--- config.mk ---
export PLATFORM = sky130hd
export DESIGN_NAME = pid_trapezoid_clamped_core
export DESIGN_NICKNAME = d
export VERILOG_FILES = /design/src/pidtc_pkg.sv /design/src/pidtc_mul.sv /design/src/pidtc_div.sv /design/src/pid_trapezoid_clamped_core.sv
export SDC_FILE = /design/constraint.sdc
export NUM_CORES = 2
export LEC_CHECK = 0
export BUFFER_PORTS_ARGS = -buffer_cell sky130_fd_sc_hd__clkbuf_2
export CORE_UTILIZATION = 60
export CTS_CLUSTER_DIAMETER = 100
export DETAILED_ROUTE_END_ITERATION = 10
export PLACE_DENSITY_LB_ADDON = 0.15
export SLEW_MARGIN = 25
export SYNTH_ARGS = -nofsm -noshare
export SYNTH_HDL_FRONTEND = slang
export SYNTH_SLANG_ARGS = --single-unit
export TNS_END_PERCENT = 30
--- constraint.sdc ---
create_clock -name i_clk -period 15.3 [get_ports i_clk]
set_input_delay 0.765 -clock i_clk [delete_from_list [all_inputs] [get_ports i_clk]]
set_output_delay 0.765 -clock i_clk [all_outputs]
set_load 0.01 [all_outputs]
--- src/pidtc_pkg.sv ---
// Shared types, constants and helpers for the trapezoidal PID core.
`default_nettype none
package pidtc_pkg;

    localparam int          MS_PER_SEC = 1000;
    // ceil(2^38 / 1000): exact quotient for any 32-bit unsigned dividend
    localparam logic [32:0] RECIP_MUL  = 33'd274877907;
    localparam int          RECIP_SH   = 38;
    localparam int          QUO_W      = 22;
    localparam int          REM_W      = 10;

    typedef enum logic [3:0] {
        S_IDLE,
        S_ERR,
        S_MEAN,
        S_PMUL,
        S_IMUL,
        S_QMUL,
        S_QREAD,
        S_DREAD,
        S_RMUL,
        S_RREAD,
        S_INC,
        S_SUM,
        S_FIN
    } t_state;

    typedef enum logic [2:0] {
        CFG_GAIN_P = 3'd0,
        CFG_GAIN_I = 3'd1,
        CFG_GAIN_D = 3'd2,
        CFG_UPPER  = 3'd3,
        CFG_LOWER  = 3'd4
    } t_cfg_idx;

    typedef struct packed {
        logic signed [32:0] a;
        logic signed [32:0] b;
    } t_mul_req;

    function automatic logic signed [31:0] clamp_bounds(
        input logic signed [49:0] x,
        input logic signed [31:0] hi,
        input logic signed [31:0] lo
    );
        logic signed [49:0] hi_w;
        logic signed [49:0] lo_w;
        hi_w = 50'(hi);
        lo_w = 50'(lo);
        if (x > hi_w) begin
            return hi;
        end else if (x < lo_w) begin
            return lo;
        end else begin
            return x[31:0];
        end
    endfunction

endpackage
`default_nettype wire

--- src/pidtc_mul.sv ---
// Shared signed multiplier with registered product.
`default_nettype none
module pidtc_mul (
    input  wire logic                 i_clk,
    input  wire pidtc_pkg::t_mul_req  i_req,
    output logic signed [63:0]        o_prod
);

    logic signed [65:0] full;
    logic signed [63:0] r_prod;

    assign full = i_req.a * i_req.b;

    always_ff @(posedge i_clk) begin
        r_prod <= full[63:0];
    end

    assign o_prod = r_prod;

endmodule
`default_nettype wire

--- src/pidtc_div.sv ---
// Divide by the millisecond-per-second constant: reciprocal quotient pick and remainder.
`default_nettype none
module pidtc_div (
    input  wire logic [63:0]                   i_prod,
    input  wire logic [31:0]                   i_mag,
    input  wire logic [pidtc_pkg::QUO_W-1:0]   i_quo,
    output logic [pidtc_pkg::QUO_W-1:0]        o_quo,
    output logic [pidtc_pkg::REM_W-1:0]        o_rem
);

    logic [31:0] quo_w;
    logic [31:0] rem_w;

    assign o_quo = i_prod[pidtc_pkg::RECIP_SH + pidtc_pkg::QUO_W - 1 : pidtc_pkg::RECIP_SH];

    // 1000 = 1024 - 16 - 8
    assign quo_w = 32'(i_quo);
    assign rem_w = i_mag - (quo_w << 10) + (quo_w << 4) + (quo_w << 3);
    assign o_rem = rem_w[pidtc_pkg::REM_W-1:0];

endmodule
`default_nettype wire

--- src/pid_trapezoid_clamped_core.sv ---
// Top level: sequenced PID step with trapezoidal integral and clamping.
//
//  channel | signals                                         | direction
//  --------+-------------------------------------------------+----------
//  cfg     | i_cfg_valid o_cfg_ready i_cfg_index i_cfg_data  | in
//  in      | i_valid o_ready i_target i_measured             | in
//          | i_measured_rate i_elapsed_ms                    |
//  out     | o_valid i_ready o_drive                         | out
//
// A transaction reaches the result register through states S_ERR to S_FIN: seven
// shared multiplier passes, two of them reciprocal multiplies for the divide by 1000.
// o_ready is high only in idle, so a new transaction waits until the last leaves S_FIN.
// Synchronous active-low reset clears gains, bounds, integral and last error.
// A result held by o_valid waits for i_ready while the next transaction is
// accepted; that one then waits in its last state until the output is taken.
`default_nettype none
module pid_trapezoid_clamped_core (
    input  wire logic               i_clk,
    input  wire logic               i_rst_n,
    input  wire logic               i_cfg_valid,
    output logic                    o_cfg_ready,
    input  wire logic [2:0]         i_cfg_index,
    input  wire logic [31:0]        i_cfg_data,
    input  wire logic               i_valid,
    output logic                    o_ready,
    input  wire logic signed [31:0] i_target,
    input  wire logic signed [31:0] i_measured,
    input  wire logic signed [31:0] i_measured_rate,
    input  wire logic [15:0]        i_elapsed_ms,
    output logic                    o_valid,
    input  wire logic               i_ready,
    output logic signed [31:0]      o_drive
);

    pidtc_pkg::t_state    r_state;
    pidtc_pkg::t_state    n_state;
    pidtc_pkg::t_mul_req  mul_req;

    logic signed [31:0] r_gp, r_gi, r_gd, r_upper, r_lower;
    logic signed [31:0] r_sum, r_prev;
    logic signed [31:0] r_target, r_measured, r_rate;
    logic [15:0]        r_dt;
    logic signed [31:0] r_err, r_mean, r_t;
    logic signed [47:0] r_p, r_d;
    logic               r_neg;
    logic [31:0]        r_mag;
    logic [pidtc_pkg::QUO_W-1:0] r_q;
    logic [37:0]        r_qdt;
    logic signed [39:0] r_inc;
    logic               r_out_valid;
    logic signed [31:0] r_drive;

    logic signed [63:0] prod;
    logic signed [32:0] diff;
    logic signed [32:0] pair;
    logic signed [47:0] scaled;
    logic [31:0]        abs_t;
    logic [pidtc_pkg::QUO_W-1:0] quo;
    logic [pidtc_pkg::REM_W-1:0] rem;
    logic [38:0]        inc_mag;
    logic               load_out;

    pidtc_mul u_mul (
        .i_clk  (i_clk),
        .i_req  (mul_req),
        .o_prod (prod)
    );

    pidtc_div u_div (
        .i_prod (prod),
        .i_mag  (r_mag),
        .i_quo  (r_q),
        .o_quo  (quo),
        .o_rem  (rem)
    );

    assign diff     = 33'(r_target) - 33'(r_measured);
    assign pair     = 33'(r_err) + 33'(r_prev);
    assign scaled   = prod[63:16];
    assign abs_t    = r_t[31] ? 32'(-r_t) : 32'(r_t);
    assign inc_mag  = 39'(r_qdt) + 39'(quo);
    assign load_out = (r_state == pidtc_pkg::S_FIN) && (!r_out_valid || i_ready);

    always_comb begin
        mul_req.a = '0;
        mul_req.b = '0;
        case (r_state)
            pidtc_pkg::S_MEAN: begin
                mul_req.a = 33'(r_gp);
                mul_req.b = 33'(r_err);
            end
            pidtc_pkg::S_PMUL: begin
                mul_req.a = 33'(r_gi);
                mul_req.b = 33'(r_mean);
            end
            pidtc_pkg::S_QMUL: begin
                mul_req.a = {1'b0, abs_t};
                mul_req.b = pidtc_pkg::RECIP_MUL;
            end
            pidtc_pkg::S_QREAD: begin
                mul_req.a = 33'(r_gd);
                mul_req.b = 33'(r_rate);
            end
            pidtc_pkg::S_DREAD: begin
                mul_req.a = 33'(r_q);
                mul_req.b = {17'd0, r_dt};
            end
            pidtc_pkg::S_RMUL: begin
                mul_req.a = 33'(rem);
                mul_req.b = {17'd0, r_dt};
            end
            pidtc_pkg::S_RREAD: begin
                mul_req.a = 33'(prod[25:0]);
                mul_req.b = pidtc_pkg::RECIP_MUL;
            end
            default: begin
                mul_req.a = '0;
                mul_req.b = '0;
            end
        endcase
    end

    always_comb begin
        n_state = r_state;
        case (r_state)
            pidtc_pkg::S_IDLE:   if (i_valid) n_state = pidtc_pkg::S_ERR;
            pidtc_pkg::S_ERR:    n_state = pidtc_pkg::S_MEAN;
            pidtc_pkg::S_MEAN:   n_state = pidtc_pkg::S_PMUL;
            pidtc_pkg::S_PMUL:   n_state = pidtc_pkg::S_IMUL;
            pidtc_pkg::S_IMUL:   n_state = pidtc_pkg::S_QMUL;
            pidtc_pkg::S_QMUL:   n_state = pidtc_pkg::S_QREAD;
            pidtc_pkg::S_QREAD:  n_state = pidtc_pkg::S_DREAD;
            pidtc_pkg::S_DREAD:  n_state = pidtc_pkg::S_RMUL;
            pidtc_pkg::S_RMUL:   n_state = pidtc_pkg::S_RREAD;
            pidtc_pkg::S_RREAD:  n_state = pidtc_pkg::S_INC;
            pidtc_pkg::S_INC:    n_state = pidtc_pkg::S_SUM;
            pidtc_pkg::S_SUM:    n_state = pidtc_pkg::S_FIN;
            pidtc_pkg::S_FIN:    if (load_out) n_state = pidtc_pkg::S_IDLE;
            default:             n_state = pidtc_pkg::S_IDLE;
        endcase
    end

    always_ff @(posedge i_clk) begin
        if (!i_rst_n) begin
            r_state <= pidtc_pkg::S_IDLE;
        end else begin
            r_state <= n_state;
        end
    end

    always_ff @(posedge i_clk) begin
        if (!i_rst_n) begin
            r_gp    <= '0;
            r_gi    <= '0;
            r_gd    <= '0;
            r_upper <= '0;
            r_lower <= '0;
        end else if (i_cfg_valid) begin
            case (i_cfg_index)
                pidtc_pkg::CFG_GAIN_P: r_gp    <= i_cfg_data;
                pidtc_pkg::CFG_GAIN_I: r_gi    <= i_cfg_data;
                pidtc_pkg::CFG_GAIN_D: r_gd    <= i_cfg_data;
                pidtc_pkg::CFG_UPPER:  r_upper <= i_cfg_data;
                pidtc_pkg::CFG_LOWER:  r_lower <= i_cfg_data;
                default: ;
            endcase
        end
    end

    always_ff @(posedge i_clk) begin
        if (!i_rst_n) begin
            r_sum  <= '0;
            r_prev <= '0;
        end else if (r_state == pidtc_pkg::S_SUM) begin
            r_sum  <= pidtc_pkg::clamp_bounds(50'(r_sum) + 50'(r_inc), r_upper, r_lower);
            r_prev <= r_err;
        end
    end

    always_ff @(posedge i_clk) begin
        if (!i_rst_n) begin
            r_out_valid <= 1'b0;
        end else if (load_out) begin
            r_out_valid <= 1'b1;
        end else if (i_ready) begin
            r_out_valid <= 1'b0;
        end
    end

    always_ff @(posedge i_clk) begin
        if (r_state == pidtc_pkg::S_IDLE && i_valid) begin
            r_target   <= i_target;
            r_measured <= i_measured;
            r_rate     <= i_measured_rate;
            r_dt       <= i_elapsed_ms;
        end
        if (r_state == pidtc_pkg::S_ERR) begin
            if (diff[32] != diff[31]) begin
                r_err <= diff[32] ? 32'sh8000_0000 : 32'sh7fff_ffff;
            end else begin
                r_err <= diff[31:0];
            end
        end
        if (r_state == pidtc_pkg::S_MEAN) begin
            r_mean <= pair[32:1];
        end
        if (r_state == pidtc_pkg::S_PMUL) begin
            r_p <= scaled;
        end
        if (r_state == pidtc_pkg::S_IMUL) begin
            if ((&scaled[47:31]) || !(|scaled[47:31])) begin
                r_t <= scaled[31:0];
            end else begin
                r_t <= scaled[47] ? 32'sh8000_0000 : 32'sh7fff_ffff;
            end
        end
        if (r_state == pidtc_pkg::S_QMUL) begin
            r_mag <= abs_t;
            r_neg <= r_t[31];
        end
        if (r_state == pidtc_pkg::S_QREAD) begin
            r_q <= quo;
        end
        if (r_state == pidtc_pkg::S_DREAD) begin
            r_d <= scaled;
        end
        if (r_state == pidtc_pkg::S_RMUL) begin
            r_qdt <= prod[37:0];
        end
        if (r_state == pidtc_pkg::S_INC) begin
            r_inc <= r_neg ? -40'(inc_mag) : 40'(inc_mag);
        end
        if (load_out) begin
            r_drive <= pidtc_pkg::clamp_bounds(50'(r_p) + 50'(r_sum) - 50'(r_d),
                                               r_upper, r_lower);
        end
    end

    assign o_cfg_ready = 1'b1;
    assign o_ready     = (r_state == pidtc_pkg::S_IDLE);
    assign o_valid     = r_out_valid;
    assign o_drive     = r_drive;

    a_rem_range: assert property (@(posedge i_clk) disable iff (!i_rst_n)
        (r_state == pidtc_pkg::S_RMUL) |-> (rem < 10'(pidtc_pkg::MS_PER_SEC)))
        else $error("remainder out of range");

    a_out_hold: assert property (@(posedge i_clk) disable iff (!i_rst_n)
        (o_valid && !i_ready) |=> (o_valid && $stable(o_drive)))
        else $error("result dropped or changed while stalled");

    a_accept_hold: assert property (@(posedge i_clk) disable iff (!i_rst_n)
        (i_valid && o_ready) |=> !o_ready)
        else $error("ready after accepted transaction");

endmodule
`default_nettype wire

### Word-level counts from Yosys, hierarchy flattened

Cells that the tools add are included.

| word-level totals | value |
|---|---|
| memories | 0 |
| output and inout port bits | 35 |
| latch bits | 0 |
| ROM bits | 0 |
| register bits | 740 |
| RAM bits | 0 |

| operators by class | value |
|---|---|
| multiply operators | 1 |
| shifts and indexed selects | 0 |
| add/sub/neg operators | 11 |
| multiplexer cells | 16 |
| bitwise operators | 0 |
| reductions and logical operators | 17 |
| order comparisons | 4 |
| divide/modulo/power cells | 0 |
| equal/unequal tests | 19 |

Operators with widths:

| operator | number |
|---|---|
| 66-bit one-hot mux with 7 select lines | 1 |
| 32-bit 2-to-1 mux | 9 |
| 33-bit by 33-bit multiplier with 64-bit output | 1 |
| 4-bit one-hot mux with 13 select lines | 1 |
| 50-bit by 32-bit > comparator with 1-bit output | 1 |
| 50-bit by 32-bit < comparator with 1-bit output | 1 |
| 49-bit by 48-bit subtractor with 50-bit output | 1 |
| 48-bit by 32-bit adder with 49-bit output | 1 |
| 32-bit by 40-bit adder with 41-bit output | 1 |
| 41-bit by 32-bit > comparator with 1-bit output | 1 |
| 41-bit by 32-bit < comparator with 1-bit output | 1 |
| 39-bit negation with 40-bit output | 1 |
| 38-bit by 22-bit adder with 39-bit output | 1 |
| 39-bit 2-to-1 mux | 1 |
| 32-bit by 32-bit adder with 33-bit output | 1 |
| 32-bit by 32-bit subtractor with 33-bit output | 1 |
| 32-bit negation | 1 |
| 10-bit adder | 2 |
| 4-bit == test (second input constant) | 5 |
| 17-bit AND reduction | 1 |
| 17-bit OR reduction | 1 |
| 4-bit by 3-bit == test with 1-bit output (second input constant) | 4 |
| 2-bit AND reduction | 6 |
| 10-bit by 1-bit subtractor with 10-bit output (second input constant) | 1 |
| other kinds (15) | 23 |

### Longest topological paths before layout

| logic depth | value |
|---|---|
| depth in word-level cells | 5 |
| depth in mapped cells | 42 |

### Cells and area by module

From an unflattened synthesis, not the netlist that was laid out.

| second synthesis, totals | value |
|---|---|
| cells, all modules | 8599 |
| area, all modules | 82522.9 um2 |

By module, submodules not included:

| module | area an instance (um2) | instances | cells each | seq. area each (um2) |
|---|---|---|---|---|
| pid_trapezoid_clamped_core | 42289.3 | 1 | 4335 | 18667.9 |
| pidtc_mul | 39710.6 | 1 | 4207 | 1281.2 |
| pidtc_div | 523.0 | 1 | 57 | 0.0 |

### Worst setup path before layout

OpenSTA, ideal clock, no wires.

| path | value |
|---|---|
| path type | register to register |
| start point | register r_state[0] |
| end point | register u_mul.r_prod[62] (netlist: u_mul.o_prod[62]) |
| path slack | 4.507 ns |
| clock period less this slack | 10.793 ns |
| arrival | 10.671 ns |
| cell stages (with the launch flop) | 36 |
| setup time | 0.122 ns |
| data required time | 15.178 ns |
| path through | dfxtp_1 clkbuf_1 nand2_1 nor3_1 clkbuf_1 clkbuf_1 buf_1 a22oi_1 nand2_1 clkbuf_1 nand2_1 fa_1 inv_1 fa_1 inv_1 fa_1 fa_1 fa_1 inv_1 fa_1 inv_1 fa_1 fa_1 inv_1 ha_1 clkbuf_1 and2_1 nand3_1 or4_1 or2_2 o221ai_1 or4_1 a31oi_1 o21ai_0 o211ai_1 a311o_1 |

| between the ends | value |
|---|---|
| longest elaborated chain between the ends | 3 |
| elaborated cells between the ends (all ways) | 9 |

Ends and longest elaborated chain:

| element | line | source |
|---|---|---|
| start: declaration | pid_trapezoid_clamped_core.sv:35 | `pidtc_pkg::t_state r_state;` |
| start signal: assignment | pid_trapezoid_clamped_core.sv:145 | `r_state <= pidtc_pkg::S_IDLE;` |
| start signal: assignment | pid_trapezoid_clamped_core.sv:147 | `r_state <= n_state;` |
| 4-bit == test, or another cell as far along | pid_trapezoid_clamped_core.sv:87 | `case (r_state)` |
| 66-bit one-hot mux with 7 select lines (*) | pid_trapezoid_clamped_core.sv:87 |  |
| 33-bit by 33-bit multiplier with 64-bit output (*) | pidtc_mul.sv:12 | `assign full = i_req.a * i_req.b;` |
| net u_mul.full[62] | pidtc_mul.sv:9 | `logic signed [65:0] full;` |
| end signal: assignment | pidtc_mul.sv:15 | `r_prod <= full[63:0];` |
| end: declaration | pidtc_mul.sv:10 | `logic signed [63:0] r_prod;` |

The timed path passes the listed nets; every way through them passes the cells marked *.
A chain may end at the register's enable or synchronous reset.

### Final worst setup path

| path | value |
|---|---|
| start point | register r_t[0] |
| end point | register u_mul.r_prod[62] (netlist: u_mul.o_prod[62]) |

| between the ends | value |
|---|---|
| longest elaborated chain between the ends | 4 |

Ends and longest elaborated chain:

| element | line | source |
|---|---|---|
| start: declaration | pid_trapezoid_clamped_core.sv:43 | `logic signed [31:0] r_err, r_mean, r_t;` |
| start signal: assignment | pid_trapezoid_clamped_core.sv:212 | `r_t <= scaled[31:0];` |
| start signal: assignment | pid_trapezoid_clamped_core.sv:214 | `r_t <= scaled[47] ? 32'sh8000_0000 : 32'sh7fff_ffff;` |
| 32-bit negation | pid_trapezoid_clamped_core.sv:80 | `assign abs_t = r_t[31] ? 32'(-r_t) : 32'(r_t);` |
| 32-bit 2-to-1 mux (*) | pid_trapezoid_clamped_core.sv:80 |  |
| 66-bit one-hot mux with 7 select lines (*) | pid_trapezoid_clamped_core.sv:87 |  |
| 33-bit by 33-bit multiplier with 64-bit output (*) | pidtc_mul.sv:12 |  |
| net u_mul.full[62] | pidtc_mul.sv:9 |  |

Marked as above.

==> flow_metrics.env <==
export IMPL_status="finished, final reports clean"
export IMPL_hpwlAfterDp_mm=192
export IMPL_yosysTopAreaCell="fa_1"
export IMPL_critPathLaunchType="register"
export IMPL_grt_max_degree=136
export IMPL_dpl_cell_area_sq_um=82500
export IMPL_hp_start="i_target[0]"
export IMPL_crit_type="reg -> reg"
export IMPL_area_growth_pct=7.34
export IMPL_p_comb_share_pct=40.5
export IMPL_synth_top_family_by_area="adder cells"
export IMPL_via_count=61118
export IMPL_pwr_share_seq_pct=34.0
export IMPL_die_area_sq_um=134000
export IMPL_synthXorXnorAreaFrac_pct=3.36
export IMPL_irDropWorstVdd_mv=0.124
export IMPL_finalSetupTns_ns=0
export IMPL_final_cells=10235
export IMPL_ys_flop_type="edfxtp_1"
export IMPL_ant_nets=0
export IMPL_fmax_mhz=84.5
export IMPL_grt_pass1_vias=63297
export IMPL_syn_mean_instance_area_sq_um=9.50
export IMPL_synth_edf_count=447
export IMPL_core_sq_um=131000
export IMPL_cts_sinks=740
export IMPL_syn_inst=8377
export IMPL_p_sw_mw=3.34
export IMPL_drc_errors=0
export IMPL_ys_seq_elements=740
export IMPL_cts_setup_buffers=0
export IMPL_fin_area_sq_um=85400
export IMPL_slowest_delay_ns=0.64
export IMPL_cts_tree="done"
export IMPL_hold_path_class="in -> reg"
export IMPL_ioPinCount=187
export IMPL_drtPass1Iterations=9
export IMPL_end_kind="register"
export IMPL_holdPathStages=1
export IMPL_synth_common_cells="1451 x nand2_1, 1424 x inv_1, 1183 x fa_1"
export IMPL_power_leakage_nw=37.2
export IMPL_cts_buffer_depth=3
export IMPL_root_buffer="clkbuf_16"
export IMPL_drt_wirelength_per_cell_microns=24.1
export IMPL_r2r_cells=38
export IMPL_syn_nets=10287
export IMPL_async_flop_share_pct=0
export IMPL_grt_pass1_wl_mm=376
export IMPL_clock_latency_ns=0.69
export IMPL_finalSetupViolCount=0
export IMPL_die_height_microns=366
export IMPL_overflow=0
export IMPL_start_util_pct=60.5
export IMPL_critPathRequiredTime_ns=15.87
export IMPL_powerDensity_nw_per_um2=94.7
export IMPL_muxShareOfSynthArea_pct=0.887
export IMPL_max_cap_violations=0
export IMPL_cts_hold_buf=0
export IMPL_dp_cells=10070
export IMPL_ys_types=92
export IMPL_syn_area_sq_um=79600
export IMPL_ys_seq_area_share_pct=24.2
export IMPL_synthAdderAreaFrac_pct=39.2
export IMPL_row_count=133
export IMPL_crit_start="r_t[0]"
export IMPL_place_congestion=1.00
export IMPL_final_util_pct=65.0
export IMPL_crit_fanout=18
export IMPL_drv_slew=0
export IMPL_swShare_pct=41.3
export IMPL_cpMaxStageDelayCell="o21ai_4"
export IMPL_wl_mm=247
export IMPL_nets=10314
export IMPL_grt_antenna_before_repair=13
export IMPL_yosysMostFrequentCell="nand2_1"
export IMPL_yosysWarnings=0
export IMPL_grt_usage_pct=37.3
export IMPL_yosysTopAreaCellShare_pct=29.8
export IMPL_p_int_mw=4.75
export IMPL_pwr_share_clk_pct=25.6
export IMPL_hold_viol=0
export IMPL_tightest_slew_ns=1.08
export IMPL_power_total_mw=8.09
export IMPL_cp_arrival_ns=12.40
export IMPL_period_needed_ns=11.83
export IMPL_synth_compound_area_share_pct=10.9
export IMPL_crit_top_cell="fa_1"
export IMPL_r2r_start="r_t[0]"
export IMPL_maxSlewHeadroom_pct=28.1
export IMPL_port_buffer_count=185
export IMPL_ctsResizeCount=0
export IMPL_drive_gt1_share_pct=6.74
export IMPL_skew_ns=0.0227
export IMPL_die_w_microns=366
export IMPL_dr_first_iter_drc_count=5892
export IMPL_clk_pin_slew_worst_paths_ns=0.06
export IMPL_vias_per_cell=5.97
export IMPL_period_share_pct=77.3
export IMPL_synth_simple_area_share_pct=12.9
export IMPL_synth_area_top_cells="fa_1 30%, edfxtp_1 17%, ha_1 9.0%"
export IMPL_cts_made_buffers=83
export IMPL_h_tree_depth=3
export IMPL_rsz0062_at_grt="no"
-- critical path: cells and delay by family (launching register included) --
family                     cells  cell delay (ns)
DFF                            1             0.42
buffers and inverters          7             0.68
xor gates and xnor gates       1             0.14
AOI/OAI and AO/OA              7             2.29
adders and majority gates     10             4.58
and+or+nand+nor               13             3.56
-- power by group through the flow --
stage	Clock [mW]	Sequential, mW	Combinational, mW
after floorplan	0	2.60	2.15
after global placement	0	2.77	3.11
after detailed placement	0	2.77	3.17
after CTS	2.10	2.73	3.20
after global routing	2.17	2.75	3.55
final	2.07	2.75	3.27
-- metal layers --
metal	GRT usage [%]	routed length, microns
met2	59.3	113000
met3	8.22	23000
met1	47.4	93900
met5	0	0
met4	21.3	16900
-- per-stage QoR --
step	worst slack (ns)	hold slack, ns
after floorplan	4.51	0.409
after global placement	3.74	0.423
after detailed placement	3.64	0.418
after CTS	3.61	0.208
after global routing	2.93	0.218
final	3.47	0.248
-- layout by cell type, fill, tap and decap left out, drive strengths merged, types with 19 or more instances in the layout --
cell | Yosys | layout
a211oi | 52 | 52
a21o | 202 | 202
a21oi | 492 | 492
a222oi | 35 | 35
a22oi | 58 | 58
a31o | 30 | 30
a31oi | 37 | 37
and2 | 152 | 152
and3 | 27 | 27
buf | 18 | 133
clkbuf | 358 | 299
clkinv | 0 | 26
dfxtp | 293 | 293
edfxtp | 447 | 447
fa | 1183 | 1183
ha | 575 | 575
inv | 1425 | 1431
maj3 | 31 | 31
mux2i | 57 | 57
nand2 | 1451 | 1451
nand2b | 60 | 60
nand3 | 82 | 82
nand4 | 72 | 72
nor2 | 264 | 264
nor2b | 49 | 49
nor3 | 61 | 61
o211ai | 31 | 31
o21a | 41 | 41
o21ai | 173 | 173
o21bai | 33 | 33
o31ai | 28 | 28
or3 | 21 | 21
or4 | 19 | 19
xnor2 | 202 | 202
xor2 | 103 | 103
-- final cells by class --
cell class                      count  area, sq um
Antenna cell                        6         15.0
Sequential cell                   740        19300
Fill cell                       10746        46100
Multi-Input combinational cell   5836        53800
Clock buffer                      114         2400
Inverter                         1425         5350
Timing Repair Buffer              318         1960
Tap cell                         1755         2200
Clock inverter                     41          422
-- registers in the layout (all words and copies together) (netlist names), 38 cells and up --
signal	cells
r_d	48
r_inc	40
r_p	48
r_qdt	38
u_mul.o_prod	64
-- worst paths after layout --
check                           slack, ns                to
worst max-delay path                 3.47  u_mul.o_prod[62]
worst min-delay path                 0.25       r_target[0]
worst max register to register       3.47  u_mul.o_prod[62]
worst min register to register       0.44          r_qdt[0]
-- logic make-up (layout without fill, tap and decap cells) --
family / after synthesis / in the layout
flip-flops: 740 / 740
AO/OA/AOI/OAI: 1342 / 1342
other: 1 / 7
multiplexers: 69 / 69
adder cells (fa/ha/maj): 1789 / 1789
buffers and inverters: 1801 / 1898
XOR/XNOR: 305 / 305
AND/OR/NAND/NOR: 2330 / 2330
(Power assumes the default switching activity.)
